==> config.mk <==
export PLATFORM = sky130hd
export DESIGN_NAME = button_edge_autorepeat_flat
export DESIGN_NICKNAME = d
export VERILOG_FILES = /design/src/rtl/bea_pkg.sv /design/src/rtl/bea_in_if.sv /design/src/rtl/bea_out_if.sv /design/src/rtl/bea_cfg_regs.sv /design/src/rtl/bea_core.sv /design/src/rtl/button_edge_autorepeat.sv /design/src/flat_wrapper.sv
export SDC_FILE = /design/constraint.sdc
export NUM_CORES = 1
export LEC_CHECK = 0
export ABC_AREA = 1
export BUFFER_PORTS_ARGS = -buffer_cell sky130_fd_sc_hd__buf_2
export CAP_MARGIN = 25
export CORE_MARGIN = 2
export CORE_UTILIZATION = 45
export DETAILED_ROUTE_END_ITERATION = 7
export GPL_TIMING_DRIVEN = 0
export SLEW_MARGIN = 30
export SYNTH_ARGS = -nofsm -noshare
export SYNTH_HDL_FRONTEND = slang
export SYNTH_SLANG_ARGS = --single-unit
export TNS_END_PERCENT = 100
==> constraint.sdc <==
create_clock -name clk_i -period 12.9 [get_ports clk_i]
set_clock_uncertainty 0.1 [all_clocks]
set_input_delay 2.58 -clock clk_i [delete_from_list [all_inputs] [get_ports clk_i]]
set_output_delay 2.58 -clock clk_i [all_outputs]
set_load 0.03 [all_outputs]
==> src/rtl/bea_pkg.sv <==
// Package for the button edge tracker: phase and command codes, register
// indexes, reset values, field widths, structs passed between modules and phase steps.
// No dependencies.
package bea_pkg;

  localparam int unsigned CmdW      = 2;
  localparam int unsigned ButtonW   = 3;
  localparam int unsigned AxisW     = 16;
  localparam int unsigned MaskW     = 8;
  localparam int unsigned DeadzoneW = 15;
  localparam int unsigned DelayW    = 8;
  localparam int unsigned HoldW     = 9;
  localparam int unsigned CfgIdxW   = 2;
  localparam int unsigned CfgDataW  = 15;
  localparam int unsigned NumDirs   = 4;

  localparam int unsigned DirUp    = 0;
  localparam int unsigned DirDown  = 1;
  localparam int unsigned DirLeft  = 2;
  localparam int unsigned DirRight = 3;

  localparam logic [CfgIdxW-1:0] CFG_DEADZONE      = 2'd0;
  localparam logic [CfgIdxW-1:0] CFG_FIRST_DELAY   = 2'd1;
  localparam logic [CfgIdxW-1:0] CFG_REPEAT_PERIOD = 2'd2;
  localparam logic [CfgIdxW-1:0] CFG_REPEAT_ENABLE = 2'd3;

  localparam logic [DeadzoneW-1:0] DeadzoneRst     = 15'd8192;
  localparam logic [DelayW-1:0]    FirstDelayRst   = 8'd30;
  localparam logic [DelayW-1:0]    RepeatPeriodRst = 8'd12;

  localparam logic AxisVertical = 1'b0;

  typedef enum logic [1:0] {
    PH_OFF      = 2'd0,
    PH_PRESSED  = 2'd1,
    PH_ON       = 2'd2,
    PH_RELEASED = 2'd3
  } phase_e;

  typedef enum logic [CmdW-1:0] {
    CMD_PRESS   = 2'd0,
    CMD_RELEASE = 2'd1,
    CMD_AXIS    = 2'd2,
    CMD_TICK    = 2'd3
  } cmd_e;

  typedef struct packed {
    logic [DeadzoneW-1:0] deadzone;
    logic [DelayW-1:0]    first_delay;
    logic [DelayW-1:0]    repeat_period;
    logic                 repeat_enable;
  } cfg_t;

  typedef struct packed {
    cmd_e                    cmd;
    logic [ButtonW-1:0]      button;
    logic                    axis_select;
    logic signed [AxisW-1:0] axis_value;
  } item_t;

  typedef struct packed {
    logic [MaskW-1:0] pressed_mask;
    logic [MaskW-1:0] held_mask;
    logic [MaskW-1:0] released_mask;
  } res_t;

  function automatic phase_e press_next(phase_e ph);
    phase_e nxt;
    nxt = ph;
    if (ph == PH_OFF || ph == PH_RELEASED) nxt = PH_PRESSED;
    return nxt;
  endfunction

  function automatic phase_e release_next(phase_e ph);
    phase_e nxt;
    nxt = ph;
    if (ph == PH_ON || ph == PH_PRESSED) nxt = PH_RELEASED;
    return nxt;
  endfunction

endpackage

==> src/rtl/bea_in_if.sv <==
// Input channel of the button edge tracker: valid/ready handshake and one event.
// Depends on bea_pkg for the field widths.
interface bea_in_if import bea_pkg::*; ();
  logic                    valid;
  logic                    ready;
  logic [CmdW-1:0]         cmd;
  logic [ButtonW-1:0]      button;
  logic                    axis_select;
  logic signed [AxisW-1:0] axis_value;

  modport source (output valid, cmd, button, axis_select, axis_value, input ready);
  modport sink   (input valid, cmd, button, axis_select, axis_value, output ready);
endinterface

==> src/rtl/bea_out_if.sv <==
// Result channel of the button edge tracker: valid/ready handshake and three masks.
// Depends on bea_pkg for the mask width.
interface bea_out_if import bea_pkg::*; ();
  logic             valid;
  logic             ready;
  logic [MaskW-1:0] pressed_mask;
  logic [MaskW-1:0] held_mask;
  logic [MaskW-1:0] released_mask;

  modport source (output valid, pressed_mask, held_mask, released_mask, input ready);
  modport sink   (input valid, pressed_mask, held_mask, released_mask, output ready);
endinterface

==> src/rtl/bea_cfg_regs.sv <==
// Configuration registers of the button edge tracker, written through a plain
// write port. Depends on bea_pkg.
module bea_cfg_regs import bea_pkg::*; (
  input  logic                clk_i,
  input  logic                rst_ni,
  input  logic                we_i,
  input  logic [CfgIdxW-1:0]  idx_i,
  input  logic [CfgDataW-1:0] data_i,
  output cfg_t                cfg_o
);

  cfg_t cfg_q, cfg_d;

  always_comb begin
    cfg_d = cfg_q;
    if (we_i) begin
      unique case (idx_i)
        CFG_DEADZONE:      cfg_d.deadzone      = data_i[DeadzoneW-1:0];
        CFG_FIRST_DELAY:   cfg_d.first_delay   = data_i[DelayW-1:0];
        CFG_REPEAT_PERIOD: cfg_d.repeat_period = data_i[DelayW-1:0];
        CFG_REPEAT_ENABLE: cfg_d.repeat_enable = data_i[0];
        default:           cfg_d = cfg_q;
      endcase
    end
  end

  always_ff @(posedge clk_i or negedge rst_ni) begin
    if (!rst_ni) begin
      cfg_q.deadzone      <= DeadzoneRst;
      cfg_q.first_delay   <= FirstDelayRst;
      cfg_q.repeat_period <= RepeatPeriodRst;
      cfg_q.repeat_enable <= 1'b1;
    end else begin
      cfg_q <= cfg_d;
    end
  end

  assign cfg_o = cfg_q;

endmodule

==> src/rtl/bea_core.sv <==
// Button phase state, hold counters and stick history, with the combinational
// update for one event and the tick masks. Depends on bea_pkg.
module bea_core import bea_pkg::*; #(
  parameter int unsigned NUM_BUTTONS = 8
) (
  input  logic  clk_i,
  input  logic  rst_ni,
  input  logic  go_i,
  input  item_t item_i,
  input  cfg_t  cfg_i,
  output res_t  res_o
);

  localparam int unsigned MaskN = (NUM_BUTTONS < MaskW) ? NUM_BUTTONS : MaskW;
  localparam int unsigned TickW = HoldW + 1;
  localparam int unsigned CmpW  = AxisW + 1;

  phase_e                  phase_q [NUM_BUTTONS];
  phase_e                  phase_d [NUM_BUTTONS];
  phase_e                  phase_r [NUM_BUTTONS];
  logic [HoldW-1:0]        hold_q  [NumDirs];
  logic [HoldW-1:0]        hold_d  [NumDirs];
  logic signed [AxisW-1:0] last_x_q, last_x_d, last_y_q, last_y_d;

  logic signed [AxisW-1:0] old_v;
  logic signed [CmpW-1:0]  v_s, old_s, pdz, ndz;
  logic                    neg_press, neg_rel, pos_rel, pos_press;
  logic [TickW-1:0]        first_t, second_t, cnt;
  res_t                    res;

  // Stick thresholds and the ordered edge chain for the selected axis.
  always_comb begin
    old_v = (item_i.axis_select == AxisVertical) ? last_y_q : last_x_q;
    v_s   = $signed({item_i.axis_value[AxisW-1], item_i.axis_value});
    old_s = $signed({old_v[AxisW-1], old_v});
    pdz   = $signed({2'b00, cfg_i.deadzone});
    ndz   = -pdz;
    neg_press = 1'b0;
    neg_rel   = 1'b0;
    pos_rel   = 1'b0;
    pos_press = 1'b0;
    if (v_s <= ndz && old_s > ndz)       neg_press = 1'b1;
    else if (v_s > ndz && old_s <= ndz)  neg_rel   = 1'b1;
    else if (v_s < pdz && old_s >= pdz)  pos_rel   = 1'b1;
    else if (v_s >= pdz && old_s < pdz)  pos_press = 1'b1;
  end

  always_comb begin
    first_t  = {2'b00, cfg_i.first_delay};
    second_t = {2'b00, cfg_i.first_delay} + {2'b00, cfg_i.repeat_period};
    cnt      = '0;
    phase_d  = phase_q;
    phase_r  = phase_q;
    hold_d   = hold_q;
    last_x_d = last_x_q;
    last_y_d = last_y_q;
    res      = '0;
    if (go_i) begin
      unique case (item_i.cmd)
        CMD_PRESS: begin
          for (int i = 0; i < NUM_BUTTONS; i++) begin
            if (int'(item_i.button) == i) phase_d[i] = press_next(phase_q[i]);
          end
        end
        CMD_RELEASE: begin
          for (int i = 0; i < NUM_BUTTONS; i++) begin
            if (int'(item_i.button) == i) phase_d[i] = release_next(phase_q[i]);
          end
        end
        CMD_AXIS: begin
          if (item_i.axis_select == AxisVertical) begin
            if (neg_press) phase_d[DirUp]   = press_next(phase_q[DirUp]);
            if (neg_rel)   phase_d[DirUp]   = release_next(phase_q[DirUp]);
            if (pos_rel)   phase_d[DirDown] = release_next(phase_q[DirDown]);
            if (pos_press) phase_d[DirDown] = press_next(phase_q[DirDown]);
            last_y_d = item_i.axis_value;
          end else begin
            if (neg_press) phase_d[DirLeft]  = press_next(phase_q[DirLeft]);
            if (neg_rel)   phase_d[DirLeft]  = release_next(phase_q[DirLeft]);
            if (pos_rel)   phase_d[DirRight] = release_next(phase_q[DirRight]);
            if (pos_press) phase_d[DirRight] = press_next(phase_q[DirRight]);
            last_x_d = item_i.axis_value;
          end
        end
        CMD_TICK: begin
          // Auto-repeat runs on the phases before the edges are retired.
          if (cfg_i.repeat_enable) begin
            for (int d = 0; d < NumDirs; d++) begin
              if (phase_q[d] == PH_ON || phase_q[d] == PH_PRESSED) begin
                cnt = {1'b0, hold_q[d]} + TickW'(1);
                if (cnt == first_t || cnt == second_t) phase_r[d] = PH_PRESSED;
                if (cnt >= second_t) cnt = first_t;
                hold_d[d] = cnt[HoldW-1:0];
              end else begin
                hold_d[d] = '0;
              end
            end
          end
          for (int i = 0; i < MaskN; i++) begin
            res.pressed_mask[i]  = (phase_r[i] == PH_PRESSED);
            res.held_mask[i]     = (phase_r[i] == PH_PRESSED) || (phase_r[i] == PH_ON);
            res.released_mask[i] = (phase_r[i] == PH_RELEASED);
          end
          for (int i = 0; i < NUM_BUTTONS; i++) begin
            if (phase_r[i] == PH_PRESSED)       phase_d[i] = PH_ON;
            else if (phase_r[i] == PH_RELEASED) phase_d[i] = PH_OFF;
            else                                phase_d[i] = phase_r[i];
          end
        end
        default: phase_d = phase_q;
      endcase
    end
  end

  always_ff @(posedge clk_i or negedge rst_ni) begin
    if (!rst_ni) begin
      for (int i = 0; i < NUM_BUTTONS; i++) phase_q[i] <= PH_OFF;
      for (int d = 0; d < NumDirs; d++) hold_q[d] <= '0;
      last_x_q <= '0;
      last_y_q <= '0;
    end else begin
      phase_q  <= phase_d;
      hold_q   <= hold_d;
      last_x_q <= last_x_d;
      last_y_q <= last_y_d;
    end
  end

  assign res_o = res;

endmodule

==> src/rtl/button_edge_autorepeat.sv <==
// Top level of the button edge tracker: input register, core and result register.
// Depends on bea_pkg, bea_in_if, bea_out_if, bea_cfg_regs and bea_core.
//
// Events arrive on in_i: press, release, stick axis move or frame tick. Only a
// frame tick gives a result on out_o: the pressed, held and released masks,
// with direction auto-repeat applied first when it is enabled.
// An event is taken into an input register on its transfer and is applied to the
// state as it leaves that register; a tick's masks are loaded into the result
// register at the same time and are offered on out_o from there. One event is
// taken per cycle while no tick waits in the input register.
// The result register holds a finished result until it is taken; events that
// give no result keep flowing while it waits, and a tick waits in the input
// register only when the result register is full and not being emptied.
// Reset clears all buttons to off, the hold counts and stick history to zero,
// and the registers to deadzone 8192, first delay 30, period 12, repeat on.
// Registers are written through cfg_we_i, cfg_idx_i and cfg_data_i; the user must
// write them only while the block is idle, which the block itself does not enforce.
module button_edge_autorepeat import bea_pkg::*; #(
  parameter int unsigned NUM_BUTTONS = 8
) (
  input  logic                clk_i,
  input  logic                rst_ni,
  bea_in_if.sink              in_i,
  bea_out_if.source           out_o,
  input  logic                cfg_we_i,
  input  logic [CfgIdxW-1:0]  cfg_idx_i,
  input  logic [CfgDataW-1:0] cfg_data_i
);

  cfg_t  cfg;
  item_t item_q, item_d;
  logic  in_valid_q, in_valid_d;
  res_t  core_res, res_q, res_d;
  logic  out_valid_q, out_valid_d;
  logic  accept, advance, out_free, is_tick;

  assign out_free = !out_valid_q || out_o.ready;
  assign is_tick  = (item_q.cmd == CMD_TICK);
  assign advance  = in_valid_q && (!is_tick || out_free);
  assign in_i.ready = !in_valid_q || advance;
  assign accept   = in_i.valid && in_i.ready;

  always_comb begin
    item_d = item_q;
    if (accept) begin
      item_d.cmd         = cmd_e'(in_i.cmd);
      item_d.button      = in_i.button;
      item_d.axis_select = in_i.axis_select;
      item_d.axis_value  = in_i.axis_value;
    end
    in_valid_d = accept ? 1'b1 : (advance ? 1'b0 : in_valid_q);
    res_d       = res_q;
    out_valid_d = out_valid_q;
    if (advance && is_tick) begin
      res_d       = core_res;
      out_valid_d = 1'b1;
    end else if (out_o.ready) begin
      out_valid_d = 1'b0;
    end
  end

  always_ff @(posedge clk_i or negedge rst_ni) begin
    if (!rst_ni) begin
      in_valid_q  <= 1'b0;
      out_valid_q <= 1'b0;
    end else begin
      in_valid_q  <= in_valid_d;
      out_valid_q <= out_valid_d;
    end
  end

  always_ff @(posedge clk_i) begin
    item_q <= item_d;
    res_q  <= res_d;
  end

  bea_cfg_regs u_cfg (
    .clk_i  (clk_i),
    .rst_ni (rst_ni),
    .we_i   (cfg_we_i),
    .idx_i  (cfg_idx_i),
    .data_i (cfg_data_i),
    .cfg_o  (cfg)
  );

  bea_core #(
    .NUM_BUTTONS (NUM_BUTTONS)
  ) u_core (
    .clk_i  (clk_i),
    .rst_ni (rst_ni),
    .go_i   (advance),
    .item_i (item_q),
    .cfg_i  (cfg),
    .res_o  (core_res)
  );

  assign out_o.valid         = out_valid_q;
  assign out_o.pressed_mask  = res_q.pressed_mask;
  assign out_o.held_mask     = res_q.held_mask;
  assign out_o.released_mask = res_q.released_mask;

endmodule

==> src/flat_wrapper.sv <==
// flat-port wrapper written by rule: the top's interface ports become plain ports
module button_edge_autorepeat_flat import bea_pkg::*;
#(
  parameter int unsigned NUM_BUTTONS = 8
)
  (clk_i, rst_ni, cfg_we_i, cfg_idx_i, cfg_data_i, in_i_valid, in_i_cmd, in_i_button, in_i_axis_select, in_i_axis_value, in_i_ready, out_o_valid, out_o_pressed_mask, out_o_held_mask, out_o_released_mask, out_o_ready);
  bea_in_if in_i_i ();
  bea_out_if out_o_i ();
  input  logic clk_i;
  input  logic rst_ni;
  input  logic cfg_we_i;
  input  logic [CfgIdxW-1:0] cfg_idx_i;
  input  logic [CfgDataW-1:0] cfg_data_i;
  input wire logic [$bits(in_i_i.valid)-1:0] in_i_valid;
  input wire logic [$bits(in_i_i.cmd)-1:0] in_i_cmd;
  input wire logic [$bits(in_i_i.button)-1:0] in_i_button;
  input wire logic [$bits(in_i_i.axis_select)-1:0] in_i_axis_select;
  input wire logic [$bits(in_i_i.axis_value)-1:0] in_i_axis_value;
  output wire logic [$bits(in_i_i.ready)-1:0] in_i_ready;
  output wire logic [$bits(out_o_i.valid)-1:0] out_o_valid;
  output wire logic [$bits(out_o_i.pressed_mask)-1:0] out_o_pressed_mask;
  output wire logic [$bits(out_o_i.held_mask)-1:0] out_o_held_mask;
  output wire logic [$bits(out_o_i.released_mask)-1:0] out_o_released_mask;
  input wire logic [$bits(out_o_i.ready)-1:0] out_o_ready;
  assign in_i_i.valid = in_i_valid;
  assign in_i_i.cmd = in_i_cmd;
  assign in_i_i.button = in_i_button;
  assign in_i_i.axis_select = in_i_axis_select;
  assign in_i_i.axis_value = in_i_axis_value;
  assign in_i_ready = in_i_i.ready;
  assign out_o_valid = out_o_i.valid;
  assign out_o_pressed_mask = out_o_i.pressed_mask;
  assign out_o_held_mask = out_o_i.held_mask;
  assign out_o_released_mask = out_o_i.released_mask;
  assign out_o_i.ready = out_o_ready;
  button_edge_autorepeat #(.NUM_BUTTONS(NUM_BUTTONS)) u_core (.clk_i(clk_i), .rst_ni(rst_ni), .in_i(in_i_i), .out_o(out_o_i), .cfg_we_i(cfg_we_i), .cfg_idx_i(cfg_idx_i), .cfg_data_i(cfg_data_i));
endmodule
## After elaboration in Yosys (flattened, before gate mapping)

Cells that the tools add are included.

- Magnitude comparators: 12
- Add/sub/neg operators: 6
- Reduce and logical (&&, ||, !) cells: 67
- Bitwise operators: 1
- Muxes and demuxes: 94
- Equality and inequality tests: 89

Operator list:

| cell | number |
|---|---|
| $mux 2 | 64 |
| $mux 9 | 8 |
| $eq 2x2->1 const B | 28 |
| $ne 2x2->1 const B | 25 |
| $add 9x1->10 const B | 4 |
| $eq 10x8->1 | 4 |
| $eq 10x9->1 | 4 |
| $ge 10x9->1 | 4 |
| $gt 16x17->1 | 2 |
| $le 16x17->1 | 2 |
| $ge 16x16->1 | 2 |
| $lt 16x16->1 | 2 |
| $pmux 8 s4 | 1 |
| $eq 2x1->1 const B | 14 |
| $reduce_and 7->1 | 4 |
| $logic_or 1x1->1 | 27 |
| $mux 8 | 3 |
| $pmux 8 s3 | 1 |
| $logic_not 2->1 | 10 |
| $reduce_and 5->1 | 4 |
| $ne 3x3->1 const B | 6 |
| $neg 15->17 | 1 |
| $mux 16 | 1 |
| $mux 1 | 14 |
| other kinds (14) | 34 |

- Bits in registers: 164
- Logic and storage cells: 296
- Output and inout port bits: 26

## Logic depth before layout (Yosys ltp)

- Word-level depth: 12
- Mapped depth: 31
- Gate-level depth less buffers: 31

## Hierarchy

Synthesis repeated with hierarchy kept, for this count alone.

- Cell total of the unflattened synthesis: 1,554
- Area total of the unflattened synthesis: 11,915.2 um2

By module, submodules not included:

| module | times used | seq. area each (um2) | area an instance (um2) | cells each |
|---|---|---|---|---|
| bea_core | 1 | 2,102.0 | 9,088.7 | 1,349 |
| button_edge_autorepeat | 1 | 1,431.4 | 1,500.2 | 62 |
| bea_cfg_regs | 1 | 810.8 | 1,326.3 | 143 |

## Least setup slack after synthesis

OpenSTA, ideal clock, no wires.

- Path type: input port to output port
- Start: input out_o_ready
- End: output in_i_ready
- Cell stages on the path: 2
- Path slack: 7.176 ns
- Path buffers: 0
- Arrival: 3.044 ns
- Data required time: 10.220 ns
- Cells stage by stage: inv_1 > nand4_1

- Longest elaborated chain between the ends: 4

RTL lines:

| item | RTL line | text |
|---|---|---|
| from (decl) | flat_wrapper.sv:24 | `input wire logic [$bits(out_o_i.ready)-1:0] out_o_ready;` |
| $logic_or 1x1->1 | button_edge_autorepeat.sv:37 | `assign out_free = !out_valid_q \|\| out_o.ready;` |
| $logic_or 1x1->1 | button_edge_autorepeat.sv:39 | `assign advance = in_valid_q && (!is_tick \|\| out_free);` |
| $logic_and 1x1->1 | button_edge_autorepeat.sv:39 |  |
| $logic_or 1x1->1 | button_edge_autorepeat.sv:40 | `assign in_i.ready = !in_valid_q \|\| advance;` |
| to (decl) | flat_wrapper.sv:19 | `output wire logic [$bits(in_i_i.ready)-1:0] in_i_ready;` |

Every way passes these cells.

## Worst setup path after layout

Same ends and word-level chain as after synthesis.

==> flow_summary.yaml <==
clock_tree:
  post_cts.resized_instances: 0
  clock_tree.buffer_depth: 2
  h-tree-depth: 4
  cts_tree: "built"
  cts_post_setup_buffers_inserted: 0
  clkTransAtPathRegs_ns: 0.08
  insertion_delay_ns: 0.43
  cts-root-buf: "sky130_fd_sc_hd__clkbuf_16"
  cts.sinks: 164
  cts_hold_repair.buffers: 0
  tritoncts.num_buffers: 17
power_and_ir_drop:
  p_total_mw: 2.49
  clock_network_power_share_pct: 22.5
  seq_power_share_pct: 30.7
  sw_frac_of_total_pct: 44.6
  vdd_ir_drop_max_mv: 0.102
  pwr_density_cell_nw_per_um2: 184
  pwr-share-comb_pct: 46.8
  p_leak_nw: 6.88
  internal_power_mw: 1.38
  p_switching_mw: 1.11
synthesis:
  synth.lib_cells_used.distinct: 67
  synth_async_sr_flop_share_pct: 72.0
  yosysTopAreaCell: "sky130_fd_sc_hd__dfrtp_1"
  synth-seq-area-share_pct: 36.0
  synth_top_cell_area_share_pct: 22.8
  yosys-top-cells-area: "sky130_fd_sc_hd__dfrtp_1 (23%), sky130_fd_sc_hd__ha_1 (14%), sky130_fd_sc_hd__nand2_1 (13%)"
  count_of_flip_flops_with_a_built_in_enable_after_synthesis: 46
  yosys_warnings: 0
  synthesis.instances: 1568
  synth_ff_type: "sky130_fd_sc_hd__dfrtp_1"
  avgSynthCellArea_um2: 7.70
  mappedNetlistArea_um2: 12100
  postSynthNetCount: 1749
  synth.ff_latch_count: 164
cells_and_area:
  drive_gt1_share_pct: 11.2
  diodes: 0
  synthToLayoutAreaGrowth_pct: 11.9
  layout.filler_cells: 2532
  nets: 1838
grt:
  gr-total-overflow: 0
  first_global_vias: 10300
  grt_util_all_layers_pct: 23.6
  grt_pass1_wl_mm: 52.9
  grt_start_max_net_pins: 80
  antenna_found_initial: 0
routing:
  wl_per_cell_um: 16.2
  detail_route.drc_violations: 0
  route.vias.total: 10700
  final_routed_wirelength_across_all_metal_layers_mm: 32.4
  drt_first_pass_iters: 7
  drt-initial-drc-count: 818
  per_cell_via_count_in_the_routed_design: 5.32
  ant_nets: 0
hold_path:
  timing.hold.worst.class: "reg -> reg"
sta:
  final.period_utilization_pct: 45.5
  slew_viol_final: 0
  timing.max_slew.rel_slack_pct: 48.9
  finalWorstPathRequiredPeriod_ns: 5.87
  grt_setup_unrepaired: "false"
  timing.final.setup_violations: 0
  setup-tns-final_ns: 0
  report.final.hold_viol_count: 0
  maximum_clock_frequency_mhz: 170
  worst_slew_pin_slew_ns: 0.760
critical_path:
  startpoint_type: "primary input"
  cp.arrival_ns: 3.19
  cpPeakStageDelay_ns: 0.21
  path_max_fanout: 3
  critical_path_required_ns: 10.22
  crit_type: "in -> out"
  timing.critical_path.cells: "buf_2, inv_1, nand4_1, buf_2"
  cp_top_family: "buffers and inverters"
  timing.critical_path.buf_inv: 3
  timing.critical_path.mode_cell: "sky130_fd_sc_hd__buf_2"
  cpMaxStageDelayCell: "sky130_fd_sc_hd__buf_2"
  critPathCaptureType: "primary output"
  reg2reg_slack_ns: 7.79
placement:
  port_buffer_count: 69
  place_hpwl_mm: 24.9
  globalplace.congestion: 0.912
floorplanning:
  ioPinCount: 70
  floorplan.die.height_um: 168
  dieWidth_um: 168
  floorplan.initialDensity_pct: 46.0
  placeableCoreArea_um2: 26200
  num_rows: 59
  die_area_um2: 28100
run:
  max_cap_viol_count: 0
run_status:
  result_of_the_run: "finished, final reports clean"
## cell usage in the layout (no fill, tap or decap), drive strengths merged, types with 5 or more instances in the layout
master and n:
nand2 427, inv 223, nor2 142, o21ai 137
ha 136, dfrtp 110, nand3 86, buf 80
a21oi 64, edfxtp 46, clkbuf 37, xor2 30
nand4 29, nor3 19, o22ai 15, clkinv 9
a21o 8, dfstp 8, or2 8, a31oi 7
o2111ai 7, xnor2 5, nor4 5, o211ai 5
## logic make-up (layout without fill, tap and decap cells)
| logic type | Yosys count | count (layout) | share of synthesized area, % |
|---|---|---|---|
| adders and majority gates | 137 | 137 | 14.3 |
| AOI/OAI and AO/OA | 262 | 262 | 12.6 |
| xor gates and xnor gates | 35 | 35 | 2.54 |
| DFF | 164 | 164 | 36.0 |
| muxes | 1 | 1 | 0.0830 |
| and+or+nand+nor | 720 | 720 | 26.3 |
| buffers and inverters | 249 | 351 | 8.21 |
## cell usage after synthesis, types with 19 or more instances
cell and number:
sky130_fd_sc_hd__clkbuf_1 19, sky130_fd_sc_hd__edfxtp_1 46, sky130_fd_sc_hd__nand3_1 81, sky130_fd_sc_hd__nand2_1 411, sky130_fd_sc_hd__xor2_1 30, sky130_fd_sc_hd__ha_1 136, sky130_fd_sc_hd__a21oi_1 64, sky130_fd_sc_hd__nor2_1 130
sky130_fd_sc_hd__dfrtp_1 110, sky130_fd_sc_hd__o21ai_0 131, sky130_fd_sc_hd__inv_1 208, sky130_fd_sc_hd__nand4_1 25
## state kept, by name (all words and copies together), names as in the netlist
signal,cells
u_core.out_o.valid,1
u_core.in_valid_q,1
u_core.u_core.last_y_q,16
u_core.u_core.phase_q,16
u_core.u_cfg.cfg_o,32
u_core.u_core.hold_q,36
u_core.out_o.held_mask,8
u_core.out_o.pressed_mask,8
u_core.item_q,22
u_core.out_o.released_mask,8
u_core.u_core.last_x_q,16
## stage by stage
stage                     std cells  util [%]  worst slack (ns)  cell area (µm²)  hold slack, ns
after floorplan                1568         -              7.18            12100           0.345
after global placement         1972      49.0              7.04            12800           0.358
after detailed placement       1973      49.1              7.04            12900           0.373
after CTS                      2005      51.5              7.04            13500           0.392
after global routing           2005      51.5              6.96            13500           0.411
final                          2005      51.5              7.03            13500           0.389
## worst register-to-register path: stages, from the launching register on
cell and delay (ns):
sky130_fd_sc_hd__dfstp_2 0.54, sky130_fd_sc_hd__clkbuf_1 0.37, sky130_fd_sc_hd__inv_1 0.31, sky130_fd_sc_hd__fa_1 0.47, sky130_fd_sc_hd__o21ai_0 0.30, sky130_fd_sc_hd__a21oi_1 0.12, sky130_fd_sc_hd__o21bai_1 0.21, sky130_fd_sc_hd__nand2_1 0.08
sky130_fd_sc_hd__nand2_1 0.06, sky130_fd_sc_hd__a21oi_1 0.18, sky130_fd_sc_hd__ha_1 0.37, sky130_fd_sc_hd__nand2_1 0.06, sky130_fd_sc_hd__inv_1 0.08, sky130_fd_sc_hd__nand2_1 0.08, sky130_fd_sc_hd__nor3_1 0.38, sky130_fd_sc_hd__nand4_1 0.16
sky130_fd_sc_hd__nand2_1 0.13, sky130_fd_sc_hd__nand2_2 0.09, sky130_fd_sc_hd__nand2_1 0.12, sky130_fd_sc_hd__ha_1 0.23, sky130_fd_sc_hd__or2_2 0.31, sky130_fd_sc_hd__o2111ai_1 0.09, sky130_fd_sc_hd__nand3_1 0.09, sky130_fd_sc_hd__o21ai_0 0.11
## metal layers
metal  wire, µm  vias to the layer above  GRT usage (%)  share of wire, %
li1           -                     5371              -                 -
met1      14800                     5018           31.3                46
met2      15600                      233           40.5                48
met3       1200                       49           2.98               3.7
met4        798                        0           7.11               2.5
met5          0                        -              0                 0
## area by class of cell
class                   instances  area, µm²  share of cell area [%]
flip-flops and latches        164       4340                    32.2
inverters                     219        828                    6.14
multi-input cells            1155       6730                    49.9
clock buffers                  17        425                    3.15
well taps                     335        419                    3.10
clock inverters                15        206                    1.53
plain buffers                  30        163                    1.20
repair buffers                 70        383                    2.84
## power groups by stage
stage	clock network, mW	registers [mW]	logic, mW
floorplan	0	0.747	0.885
global placement	0	0.770	1.12
detailed placement	0	0.773	1.15
CTS	0.570	0.763	1.16
global route	0.588	0.780	1.34
finish	0.559	0.764	1.16
## worst paths after layout
check                                     startpoint                   endpoint  cells past startpoint
min in group asynchronous                     rst_ni      u_core.u_cfg.cfg_o[7]                      1
max in group asynchronous                     rst_ni  u_core.u_core.last_x_q[7]                      2
min                        u_core.u_core.last_y_q[0]  u_core.u_core.last_y_q[0]                      2
min reg2reg                u_core.u_core.last_y_q[0]  u_core.u_core.last_y_q[0]                      2
max reg2reg                   u_core.u_cfg.cfg_o[10]  u_core.u_core.phase_q[11]                     23
max                                      out_o_ready                 in_i_ready                      4
Power figures use the tool's default switching activity.
